File: src/esc_pkg.sv
// Shared constants and calendar helpers for the epoch seconds to calendar converter.
// No dependencies; imported by epoch_seconds_to_calendar_top.
`default_nettype none

package esc_pkg;

    localparam int unsigned SECS_PER_DAY  = 86400;
    localparam int unsigned SECS_PER_HOUR = 3600;
    localparam int unsigned SECS_PER_MIN  = 60;
    localparam int unsigned DAYS_PER_WEEK = 7;
    localparam int unsigned EPOCH_WDAY    = 4;    // 1970-01-01 was a Thursday
    localparam int unsigned EPOCH_YEAR    = 70;   // 1970, counted from 1900
    localparam int unsigned CENTURY_2100  = 200;  // 2100, counted from 1900
    localparam int unsigned LAST_MONTH    = 11;   // December

    // Quotient widths set the number of shift-subtract steps in each division
    localparam int unsigned DAY_QW  = 16;         // days since epoch < 2^16
    localparam int unsigned HOUR_QW = 5;
    localparam int unsigned MIN_QW  = 6;
    localparam int unsigned WDAY_QW = 13;         // (days + 4) / 7 < 2^13

    localparam int unsigned DIV_W = 17;           // widest divisor, 86400
    localparam int unsigned ACC_W = 33;           // remainder plus borrow bit

    // Year counted from 1900, only 1970 to 2106 reached. Among those only 2000
    // (divisible by 400) and 2100 (divisible by 100 only) are century years.
    function automatic logic is_leap(input logic [7:0] yr);
        is_leap = (yr[1:0] == 2'b00) && (yr != 8'(CENTURY_2100));
    endfunction

    function automatic logic [8:0] year_len(input logic [7:0] yr);
        year_len = is_leap(yr) ? 9'd366 : 9'd365;
    endfunction

    function automatic logic [4:0] month_len(input logic [7:0] yr, input logic [3:0] mon);
        case (mon)
            4'd1:                      month_len = is_leap(yr) ? 5'd29 : 5'd28;
            4'd3, 4'd5, 4'd8, 4'd10:   month_len = 5'd30;
            default:                   month_len = 5'd31;
        endcase
    endfunction

endpackage

`default_nettype wire

File: src/epoch_seconds_to_calendar_top.sv
// Epoch seconds to UTC calendar converter, top level.
// Depends on esc_pkg for constants and the leap-year and month-length helpers.
//
// Channel   Signals                          Direction   Word
// input     in_valid / in_ready              into block  epoch_seconds, 32 bits unsigned
// output    out_valid / out_ready            out of block  eight calendar fields
//
// One word runs shift-subtract divisions for days, hours, minutes and weekday, then
// walks the years past 1970 (up to 136) and the months past January (up to 11), the
// year walk closed by one failing compare and the month walk by one or at December,
// and is handed over: the edge that loads the output register also raises in_ready.
// A single 33-bit compare-subtract unit does every step.
// in_ready is high only while the sequencer is idle; reset sets it and clears the output valid.
// A finished word waits in the output register; the next word is accepted meanwhile
// and holds in its final state until the output register is free.
`default_nettype none

module epoch_seconds_to_calendar_top (
    input  wire logic        clk,
    input  wire logic        rst_n,
    input  wire logic        in_valid,
    output logic             in_ready,
    input  wire logic [31:0] epoch_seconds,
    output logic             out_valid,
    input  wire logic        out_ready,
    output logic [4:0]       hour_of_day,
    output logic [5:0]       minute_of_hour,
    output logic [5:0]       second_of_minute,
    output logic [4:0]       day_of_month,
    output logic [3:0]       month_index,
    output logic [7:0]       years_since_1900,
    output logic [2:0]       week_day,
    output logic [8:0]       year_day
);

    import esc_pkg::*;

    localparam logic [2:0] S_IDLE  = 3'd0;
    localparam logic [2:0] S_DAY   = 3'd1;
    localparam logic [2:0] S_HOUR  = 3'd2;
    localparam logic [2:0] S_MIN   = 3'd3;
    localparam logic [2:0] S_WDAY  = 3'd4;
    localparam logic [2:0] S_YEAR  = 3'd5;
    localparam logic [2:0] S_MONTH = 3'd6;
    localparam logic [2:0] S_DONE  = 3'd7;

    // Sequencer
    logic [2:0]          state_reg, state_next;
    logic [3:0]          cnt_reg, cnt_next;

    // Working registers
    logic [31:0]         rem_reg, rem_next;
    logic [DAY_QW-1:0]   quo_reg, quo_next;
    logic [DAY_QW-1:0]   days_reg, days_next;
    logic [4:0]          hour_reg, hour_next;
    logic [5:0]          min_reg, min_next;
    logic [5:0]          sec_reg, sec_next;
    logic [2:0]          wday_reg, wday_next;
    logic [7:0]          year_reg, year_next;
    logic [3:0]          month_reg, month_next;
    logic [8:0]          yday_reg, yday_next;

    // Output register
    logic                out_valid_reg, out_valid_next;
    logic                load_out;
    logic [4:0]          o_hour_reg;
    logic [5:0]          o_min_reg;
    logic [5:0]          o_sec_reg;
    logic [4:0]          o_mday_reg;
    logic [3:0]          o_month_reg;
    logic [7:0]          o_year_reg;
    logic [2:0]          o_wday_reg;
    logic [8:0]          o_yday_reg;

    // Shared compare-subtract unit
    logic [DIV_W-1:0]    div_sel;
    logic [ACC_W-1:0]    div_shifted;
    logic [ACC_W-1:0]    diff;
    logic                ge;

    assign in_ready = (state_reg == S_IDLE);

    // Pick the divisor for the current phase; year and month steps use no shift
    always_comb
    begin
        case (state_reg)
            S_DAY:   div_sel = DIV_W'(SECS_PER_DAY);
            S_HOUR:  div_sel = DIV_W'(SECS_PER_HOUR);
            S_MIN:   div_sel = DIV_W'(SECS_PER_MIN);
            S_WDAY:  div_sel = DIV_W'(DAYS_PER_WEEK);
            S_YEAR:  div_sel = DIV_W'(year_len(year_reg));
            S_MONTH: div_sel = DIV_W'(month_len(year_reg, month_reg));
            default: div_sel = '0;
        endcase
    end

    assign div_shifted = ACC_W'(div_sel) << cnt_reg;
    assign diff        = {1'b0, rem_reg} - div_shifted;
    assign ge          = ~diff[ACC_W-1];

    // Only hand over when the output register is empty or being drained
    assign load_out = (state_reg == S_DONE) && (!out_valid_reg || out_ready);

    always_comb
    begin
        state_next = state_reg;
        cnt_next   = cnt_reg;
        rem_next   = rem_reg;
        quo_next   = quo_reg;
        days_next  = days_reg;
        hour_next  = hour_reg;
        min_next   = min_reg;
        sec_next   = sec_reg;
        wday_next  = wday_reg;
        year_next  = year_reg;
        month_next = month_reg;
        yday_next  = yday_reg;

        // Restoring division step shared by the four division phases
        if (state_reg inside {S_DAY, S_HOUR, S_MIN, S_WDAY})
        begin
            quo_next = {quo_reg[DAY_QW-2:0], ge};
            if (ge)
            begin
                rem_next = diff[31:0];
            end
            cnt_next = cnt_reg - 4'd1;
        end

        case (state_reg)
            S_IDLE:
            begin
                if (in_valid)
                begin
                    rem_next   = epoch_seconds;
                    quo_next   = '0;
                    cnt_next   = 4'(DAY_QW - 1);
                    state_next = S_DAY;
                end
            end
            S_DAY:
            begin
                if (cnt_reg == 4'd0)
                begin
                    days_next  = quo_next;
                    cnt_next   = 4'(HOUR_QW - 1);
                    state_next = S_HOUR;
                end
            end
            S_HOUR:
            begin
                if (cnt_reg == 4'd0)
                begin
                    hour_next  = quo_next[HOUR_QW-1:0];
                    cnt_next   = 4'(MIN_QW - 1);
                    state_next = S_MIN;
                end
            end
            S_MIN:
            begin
                if (cnt_reg == 4'd0)
                begin
                    min_next   = quo_next[MIN_QW-1:0];
                    sec_next   = rem_next[5:0];
                    // Day zero is a Thursday: bias the day count before reducing by 7
                    rem_next   = 32'(days_reg) + 32'(EPOCH_WDAY);
                    cnt_next   = 4'(WDAY_QW - 1);
                    state_next = S_WDAY;
                end
            end
            S_WDAY:
            begin
                if (cnt_reg == 4'd0)
                begin
                    wday_next  = rem_next[2:0];
                    rem_next   = 32'(days_reg);
                    year_next  = 8'(EPOCH_YEAR);
                    cnt_next   = 4'd0;
                    state_next = S_YEAR;
                end
            end
            S_YEAR:
            begin
                // Drop whole years until fewer days remain than this year holds
                if (ge)
                begin
                    rem_next  = diff[31:0];
                    year_next = year_reg + 8'd1;
                end
                else
                begin
                    yday_next  = rem_reg[8:0];
                    month_next = 4'd0;
                    state_next = S_MONTH;
                end
            end
            S_MONTH:
            begin
                if (ge && (month_reg < 4'(LAST_MONTH)))
                begin
                    rem_next   = diff[31:0];
                    month_next = month_reg + 4'd1;
                end
                else
                begin
                    state_next = S_DONE;
                end
            end
            S_DONE:
            begin
                if (load_out)
                begin
                    state_next = S_IDLE;
                end
            end
            default:
            begin
                state_next = S_IDLE;
            end
        endcase
    end

    always_comb
    begin
        out_valid_next = out_valid_reg;
        if (load_out)
        begin
            out_valid_next = 1'b1;
        end
        else if (out_ready)
        begin
            out_valid_next = 1'b0;
        end
    end

    // Control state
    always_ff @(posedge clk or negedge rst_n)
    begin
        if (!rst_n)
        begin
            state_reg     <= S_IDLE;
            cnt_reg       <= '0;
            out_valid_reg <= 1'b0;
        end
        else
        begin
            state_reg     <= state_next;
            cnt_reg       <= cnt_next;
            out_valid_reg <= out_valid_next;
        end
    end

    // Working payload
    always_ff @(posedge clk)
    begin
        rem_reg   <= rem_next;
        quo_reg   <= quo_next;
        days_reg  <= days_next;
        hour_reg  <= hour_next;
        min_reg   <= min_next;
        sec_reg   <= sec_next;
        wday_reg  <= wday_next;
        year_reg  <= year_next;
        month_reg <= month_next;
        yday_reg  <= yday_next;
    end

    // Output payload: hold until the next hand-over
    always_ff @(posedge clk)
    begin
        if (load_out)
        begin
            o_hour_reg  <= hour_reg;
            o_min_reg   <= min_reg;
            o_sec_reg   <= sec_reg;
            o_mday_reg  <= rem_reg[4:0] + 5'd1;
            o_month_reg <= month_reg;
            o_year_reg  <= year_reg;
            o_wday_reg  <= wday_reg;
            o_yday_reg  <= yday_reg;
        end
    end

    assign out_valid        = out_valid_reg;
    assign hour_of_day      = o_hour_reg;
    assign minute_of_hour   = o_min_reg;
    assign second_of_minute = o_sec_reg;
    assign day_of_month     = o_mday_reg;
    assign month_index      = o_month_reg;
    assign years_since_1900 = o_year_reg;
    assign week_day         = o_wday_reg;
    assign year_day         = o_yday_reg;

`ifndef SYNTHESIS
    // An accepted word always starts the day division from its top quotient bit
    assert property (@(posedge clk) disable iff (!rst_n)
        (in_valid && in_ready) |=> (state_reg == S_DAY && cnt_reg == 4'(DAY_QW - 1)))
        else $error("day division did not start after accept");

    // A new output word appears only from a hand-over out of the final state
    assert property (@(posedge clk) disable iff (!rst_n)
        $rose(out_valid_reg) |-> $past(state_reg == S_DONE))
        else $error("output valid raised outside hand-over");

    // Time-of-day fields stay in range whenever a word is offered
    assert property (@(posedge clk) disable iff (!rst_n)
        out_valid |-> (hour_of_day < 5'd24 && minute_of_hour < 6'd60 &&
                       second_of_minute < 6'd60 && week_day < 3'd7))
        else $error("time-of-day or weekday out of range");

    // The year walk never passes 2106
    assert property (@(posedge clk) disable iff (!rst_n)
        (state_reg == S_YEAR || state_reg == S_MONTH) |-> (year_reg <= 8'd206))
        else $error("year counter ran past range");
`endif

endmodule

`default_nettype wire

File: config.mk
export PLATFORM = sky130hd
export DESIGN_NAME = epoch_seconds_to_calendar_top
export DESIGN_NICKNAME = d
export VERILOG_FILES = /design/src/esc_pkg.sv /design/src/epoch_seconds_to_calendar_top.sv
export SDC_FILE = /design/constraint.sdc
export NUM_CORES = 1
export LEC_CHECK = 0
export BUFFER_PORTS_ARGS = -buffer_cell sky130_fd_sc_hd__buf_4
export CAP_MARGIN = 15
export CORE_MARGIN = 2
export CORE_UTILIZATION = 26
export DETAILED_ROUTE_END_ITERATION = 7
export HOLD_SLACK_MARGIN = 0.15
export PLACE_DENSITY_LB_ADDON = 0.15
export SYNTH_ARGS = -nofsm -noshare
export SYNTH_HDL_FRONTEND = slang
export SYNTH_SLANG_ARGS = --single-unit
File: constraint.sdc
create_clock -name clk -period 9.63 [get_ports clk]
set_input_delay 1.4445 -clock clk [delete_from_list [all_inputs] [get_ports clk]]
set_output_delay 1.4445 -clock clk [all_outputs]
set_load 0.02 [all_outputs]
# Word-level counts from Yosys, hierarchy flattened
# Index checks and enable logic that the tools add are counted.
# totals
register_bits	159
# op_classes
eq_ne	23
n_addsub	6
mux	39
n_reduce_logical	21
shifts	1
n_bitwise	1
magnitude_cmp	1
# op_table
cell	count
$mux 32	7
$pmux 32 s5	1
$pmux 17 s6	1
$mux 16	3
$shl 17x4->33	1
$sub 32x33->33	1
$mux 4	8
$mux 3	8
$pmux 3 s8	1
$pmux 4 s5	1
$add 16x3->17 const B	1
$mux 8	2
$pmux 8 s2	1
$eq 3x3->1 const B	4
$ne 2x2->1 const B	6
$reduce_and 2->1	5
$add 8x1->8 const B	1
$eq 4x4->1 const B	2
$ne 2x1->1 const B	4
$ne 8x8->1 const B	1
$pmux 4 s2	1
$reduce_and 8->1	1
$eq 3x2->1 const B	2
$reduce_and 3->1	2
21 further kinds	27

# Logic depth before layout (Yosys ltp)
# Gate-level depths: netlist (run 1).
# depth
word_depth	11
mapped_depth	24
mapped_depth_nobuf	21

# Worst setup path before layout (run 1)
# Ideal clock, no wire load.
# synth_timing
kind	reg-to-reg
startpoint	register year_reg[0]
endpoint	register year_reg[0] (enable)
required_ps	9254
t_arrival_ps	4156
path_buffers	1
stages_incl_launch_ff	20
setup_slack_ps	5098
synth_period_minus_slack_ps	4532
setup_time_ps	376
path_cell_list	edfxtp_1 inv_1 ha_1 inv_1 a31oi_1 o2bb2ai_1 a21oi_1 a21oi_1 a21oi_1 or4_1 mux2_2 a21o_1 ha_1 and2_2 and3_1 nand4_1 a2111o_1 and3_1 buf_6 o22ai_1
# synth_via
elab_chain_cells	9
# synth_rtl
item	line	text
from (decl)	epoch_seconds_to_calendar_top.sv:59	logic [7:0] year_reg, year_next;
from (signal assigned)	epoch_seconds_to_calendar_top.sv:263	year_reg <= year_next;
$ne 8x8->1 or $logic_not 2->1 (tied branches)	esc_pkg.sv:28	is_leap = (yr[1:0] == 2'b00) && (yr != 8'(CENTURY_2100));
$logic_and 1x1->1 (*)	esc_pkg.sv:28	
$mux 1	esc_pkg.sv:37	4'd1: month_len = is_leap(yr) ? 5'd29 : 5'd28;
$pmux 2 s2	esc_pkg.sv:36	case (mon)
$pmux 17 s6 (*)	epoch_seconds_to_calendar_top.sv:86	case (state_reg)
$shl 17x4->33 (*)	epoch_seconds_to_calendar_top.sv:97	assign div_shifted = ACC_W'(div_sel) << cnt_reg;
$sub 32x33->33 (*)	epoch_seconds_to_calendar_top.sv:98	assign diff = {1'b0, rem_reg} - div_shifted;
$ne 2x2->1 (no source line) (*)	n/a	
$reduce_and 3->1 (no source line) (*)	n/a	
# Every way passes the cells marked *; elsewhere a longest branch is shown, timed or not.
# A chain may end at the register's enable or synchronous reset.

# Worst setup path after layout (run 1)
# layout_timing
startpoint	register state_reg[1]
endpoint	register year_reg[7] (enable)
# layout_via
elab_chain_cells	6
# layout_rtl
item	line	text
from (decl)	epoch_seconds_to_calendar_top.sv:48	logic [2:0] state_reg, state_next;
from (signal assigned)	epoch_seconds_to_calendar_top.sv:247	state_reg <= state_next;
$eq 3x3->1 (tied with other cells)	epoch_seconds_to_calendar_top.sv:86	
$pmux 17 s6	epoch_seconds_to_calendar_top.sv:86	
$shl 17x4->33	epoch_seconds_to_calendar_top.sv:97	
$sub 32x33->33	epoch_seconds_to_calendar_top.sv:98	
$ne 2x2->1 (no source line)	n/a	
$reduce_and 3->1 (no source line) (*)	n/a	
# Marked as above.

==> results.cfg, run 1 <==
[floorplanning]
rows = 70
start_util = 0.263
die_h_um = 196
core_area_um2 = 36300
ios = 84
dieArea_um2 = 38300
dieWidth_um = 196

[synth]
synth_area_per_cell_um2 = 9.47
syn_nets = 1086
netlist_area_um2 = 9550
synth-seq-cells = 159
synth_seq_area_share = 0.445
async_reset_ff_frac = 0.0503
syn_inst = 1008
yosysTopAreaCell = edfxtp_1
synth.top_cell.area_share = 0.324
yosys.area_share.simple = 0.168
ys.flop_type = edfxtp_1
synthXorXnorAreaFrac = 0.0404
synth-adder-area-share = 0.0569
synth_compound_area_frac = 0.225
synth_top_family_by_area = compound AO/OA/AOI/OAI gates
synth_edf_count = 103
synth.area.top_cells = edfxtp_1, dfxtp_1, ha_1
synth_mux_area_frac = 0.0321
ys_types = 78
yosys_warnings = 0

[routing]
route.detailed.drc = 0
drt_iter0_markers = 728
firstDrtPassIters = 5
wl_per_cell_um = 20.0
vias = 8145
via_per_inst = 5.25
totalWireLength_mm = 31.0
antenna_left = 0

[clock_tree]
root_buffer = clkbuf_16
htreeDepth = 4
ctsLongestPathBuffers = 2
clkTransAtPathRegs_ps = 70
hold_buffers = 0
cts_inserted_buffers = 17
cts_setup_buffers = 0
cts_tree = built
cts_num_sinks = 159
cts-resized-gates = 0
insertion_delay_ps = 440

[run_status]
status = complete, no violations

[global_routing]
grt_busiest_layer = met2
gr-total-overflow = 0
grt_max_degree = 48
grt_pass1_vias = 7810
grt_use_total = 0.163
grt_util_met3 = 0.0241
met2_usage = 0.257
use_met1 = 0.234
grt_first_pass_wirelength_mm = 47.9
antenna_found_initial = 0

[finish]
n_fill_cell = 3837
n_antenna_cell = 0
layout-drive-gt1-share = 0.151
syn_to_final_growth_pct = 17.6
largest_reg_flops = 32
fin_nets = 1147

[timing]
setup_viol = 0
final.setup_skew_ps = 10.6
fin_tns_setup_ps = 0
rsz0062_at_grt = no
post-route-period-util = 0.643
whs_ps = 413
worst_pin_slew_ps = 1110
finalHoldViolations = 0
layout_min_cycle_time_ps = 6190
slew_violations = 0
slew_headroom = 0.260
fmax_mhz = 161

[setup_path]
crit_required_ps = 9690
cp_max_fo = 29
reg2reg_depth = 13
cp-end-kind = register
cp-start-kind = register
cp.arrival_ps = 6250
critPathKind = register to register

[hold_path]
min_delay_path_depth = 0
hold_path_class = register to register

[placed_design]
port_buffers = 83
gp_congestion = 0.912
dpl.hpwl_mm = 23.0

[run]
drv_cap = 0
## worst max-delay path: stages (launching register included)
cell	delay, ps
dfrtp_1	970
inv_1	470
nand2_1	400
nor2_1	130
or4_1	580
o22ai_1	380
nand2_1	120
ha_1	380
o21ai_0	150
o21ai_1	330
nand4_1	250
a2111o_1	480
and3_1	350
o22ai_1	810
## routing by layer
layer / part of all wire / wire length, um
met1: 0.49 / 15100
met2: 0.46 / 14200
met3: 0.042 / 1300
met4: 0.014 / 427
met5: 0 / 0
## stage by stage
stage | util | worst slack [ps] | instance area, um2 | std cells
2_1_floorplan | - | 5100 | 9550 | 1008
3_5_place_dp | 0.293 | 3520 | 10600 | 1518
6_report | 0.309 | 3440 | 11200 | 1550
4_1_cts | 0.309 | 3500 | 11200 | 1550
5_1_grt | 0.309 | 2850 | 11200 | 1550
3_3_place_gp | 0.292 | 3590 | 10600 | 1517
## cells in the final DEF, fill, tap and decap left out, types with 13 or more instances in the layout
cell type	Yosys	layout
a22oi_1	26	26
xor2_1	14	14
nor2b_1	22	22
a21o_1	15	15
nor2_1	81	80
buf_4	0	95
xnor2_1	30	30
nor3_1	14	13
inv_1	20	20
ha_1	41	41
edfxtp_1	103	103
dfxtp_1	48	48
mux2_2	17	17
and3_1	21	20
a21oi_1	72	72
clkbuf_16	0	17
o21ai_0	86	86
nand2_1	99	99
nand3_1	41	41
o211ai_1	16	16
## layout make-up
type | instances | area, um2 | share of cell area
repair buffers | 95 | 713 | 0.0635
flip-flops and latches | 159 | 4250 | 0.379
well taps | 468 | 586 | 0.0521
inverters | 22 | 82.6 | 0.00735
multi-input cells | 774 | 5000 | 0.445
clock inverters | 14 | 168 | 0.0149
clock buffers | 18 | 429 | 0.0382
## cells by family after synthesis
kind of cell | count (synthesis)
AO/OA/AOI/OAI | 329
XOR/XNOR | 44
adder cells (fa/ha/maj) | 43
buffers and inverters | 75
flip-flops | 159
multiplexers | 27
AND/OR/NAND/NOR | 331
## cells in the mapped netlist (all sizes together) (21+ instances only)
library cell / count
a22oi: 26
ha: 41
xnor2: 30
nand2: 100
o21ai: 92
and3: 21
a21oi: 73
clkbuf: 39
nor2b: 22
dfxtp: 48
edfxtp: 103
nand3: 41
nor2: 82
## worst paths after layout
kind | startpoint | end | slack, ps
worst max-delay path | state_reg[1] | year_reg[7] | 3440
worst min-delay path | sec_reg[5] | second_of_minute[5] | 410
worst max register to register | state_reg[1] | year_reg[7] | 3440
worst min register to register | sec_reg[5] | second_of_minute[5] | 410
max in group asynchronous | rst_n | state_reg[1] | 8670
min in group asynchronous | rst_n | out_valid | 820
Power of run 1 is left out: the tool's default activity adds up to more than one toggle a clock period on the data nets, which glitch-free logic cannot reach.
==> run 2: changes to the inputs <==
- clock period: 9.63 -> 5.2 ns (I/O delays scaled with it)
==> run 2 against run 1 <==
Clock skew about the same. Wire length up 4.4%. Critical path depth up 5. Flip-flop and latch count did not move. Final cell count is 3.5% higher. The flow now finishes with violations (DRC). Highest routed layer unchanged. Critical path type unchanged. Die area unchanged. Worst hold slack better by 5.5 ps.
==> results.cfg, run 2 (synthesized netlist as in run 1, its figures left out) <==
[floorplanning]
start_util = 0.263
rows = 70
ios = 84
die_h_um = 196
core_area_um2 = 36300
dieArea_um2 = 38300
dieWidth_um = 196

[timing]
fin_ws_ps = 235
slew_violations = 0
finalHoldViolations = 0
fmax_mhz = 201
layout_min_cycle_time_ps = 4960
setup_viol = 0
slew_headroom = 0.309
fin_tns_setup_ps = 0
rsz0062_at_grt = yes
final.setup_skew_ps = 11.0
post-route-period-util = 0.955
worst_pin_slew_ps = 1030

[run]
drv_cap = 0

[power]
power_mw = 9.57
p_leak_nw = 4.44
intPower_mw = 4.92
p_per_area_nw_per_um2 = 814
pwr-share-seq = 0.203
combPwrFrac = 0.662
power_frac_clock = 0.135
power_switching_mw = 4.65
ir_drop_mv = 0.322
swShare = 0.486

[global_routing]
grt_use_total = 0.171
grt_util_met3 = 0.0270
grt_max_degree = 47
grt_pass1_vias = 8042
met2_usage = 0.266
grt_busiest_layer = met2
use_met1 = 0.243
grt_first_pass_wirelength_mm = 49.9
gr-total-overflow = 0
antenna_found_initial = 0

[finish]
final_common_cell = buf_4
final_cells = 1604
fin_nets = 1201
layout_common_cells = buf_4, edfxtp_1, nand2_1, o21ai_0, nor2_1
final_util = 0.323
largest_reg_flops = 32
syn_to_final_growth_pct = 23.1
n_antenna_cell = 0
layout-drive-gt1-share = 0.204

[placed_design]
place_ws_ps = 129
dp_cells = 1566
gp_congestion = 0.904
dpl.hpwl_mm = 24.2
port_buffers = 83

[clock_tree]
clkTransAtPathRegs_ps = 70
ctsLongestPathBuffers = 2
htreeDepth = 4
cts_num_sinks = 159
cts_inserted_buffers = 17
insertion_delay_ps = 450
cts_tree = built
root_buffer = clkbuf_16

[routing]
drt_iter0_markers = 696
vias = 8449
totalWireLength_mm = 32.3
via_per_inst = 5.27
route.detailed.drc = 1
wl_per_cell_um = 20.1
antenna_left = 0
firstDrtPassIters = 8

[hold_path]
hold_path_class = register to register

[setup_path]
critPathSlowestCell = or4_1
cpMostUsedCell = a21oi_1
critical-path-top-delay-family = compound AO/OA/AOI/OAI gates
path_buf_inv = 0
cp-start-kind = register
crit_path_cell_trace = nor4bb_2 -> a31oi_2 -> o2bb2ai_1 -> a21oi_1 -> a21oi_1 -> a21oi_1 -> or4_1 -> mux2_2 -> a21o_1 -> ha_1 -> and2_2 -> and3_1 -> nand4_1 -> a2111o_1 -> and3_4 -> nor2_8 -> mux2_2 -> a221o_1
critPathKind = register to register
cp_max_fo = 7
max_stage_delay_ps = 480
cp.arrival_ps = 5310
cp-end-kind = register
crit_required_ps = 5550

[run_status]
status = complete, but fails checks
violations = DRC
run 2: cell count changes in the layout (fill, tap and decap cells not counted), moves of 3 or more:
cell,before,now
buf_4,95,144
clkinvlp_4,0,3
clkinv_8,0,3
a21oi_1,72,68
a21oi_2,0,4
buf_12,0,3
inv_6,5,2
run 2: layout make-up:
type,instances,area [um2]
flip-flops and latches,159,4250
inverters,22,82.6
well taps,468,586
multi-input cells,774,5070
repair buffers,149,1160
clock buffers,18,429
clock inverters,14,173
fillers,3808,24600
run 2: final timing paths:
path,from,to,slack [ps],cells after the start
max,year_reg[7],rem_reg[4],240,18
min,hour_reg[1],hour_of_day[1],420,0
max reg2reg,year_reg[7],rem_reg[4],240,18
min reg2reg,hour_reg[1],hour_of_day[1],420,0
max in group asynchronous,rst_n,cnt_reg[0],4360,2
min in group asynchronous,rst_n,cnt_reg[3],690,2
run 2: power groups by stage:
| stage | Sequential [mW] | Combinational [mW] | Clock [mW] |
|---|---|---|---|
| after detailed placement | 1.96 | 6.14 | 0 |
| final | 1.94 | 6.33 | 1.30 |
| after CTS | 1.94 | 6.19 | 1.34 |
| after global placement | 1.97 | 6.19 | 0 |
| after global routing | 1.97 | 6.98 | 1.37 |
| after floorplan | 1.87 | 4.29 | 0 |
run 2: layer usage:
layer	wire length (um)	vias up
met5	0	-
met1	15500	4134
met2	14700	239
met4	554	0
met3	1600	28
li1	-	4048
run 2: through the flow:
step,hold WS [ps],cell area (um2)
2_1_floorplan,400,9550
3_3_place_gp,402,11000
3_5_place_dp,405,11000
4_1_cts,421,11600
5_1_grt,424,11800
6_report,419,11800
run 2: worst register-to-register path: cells and delay by family (launching register included):
kind            cells  cell delay (ps)
compound gates      8             1790
simple gates        7             1600
mux                 2              700
flops               1              420
fa+ha+maj           1              360
run 2: what timing repair did:
item	CTS	global route
buffers inserted	0	4
hold buffers	1	0
hold endpoints to repair	8	0
setup endpoints to repair	0	54
gates resized for setup	0	17
No activity file was read; power rests on OpenSTA's default activity.
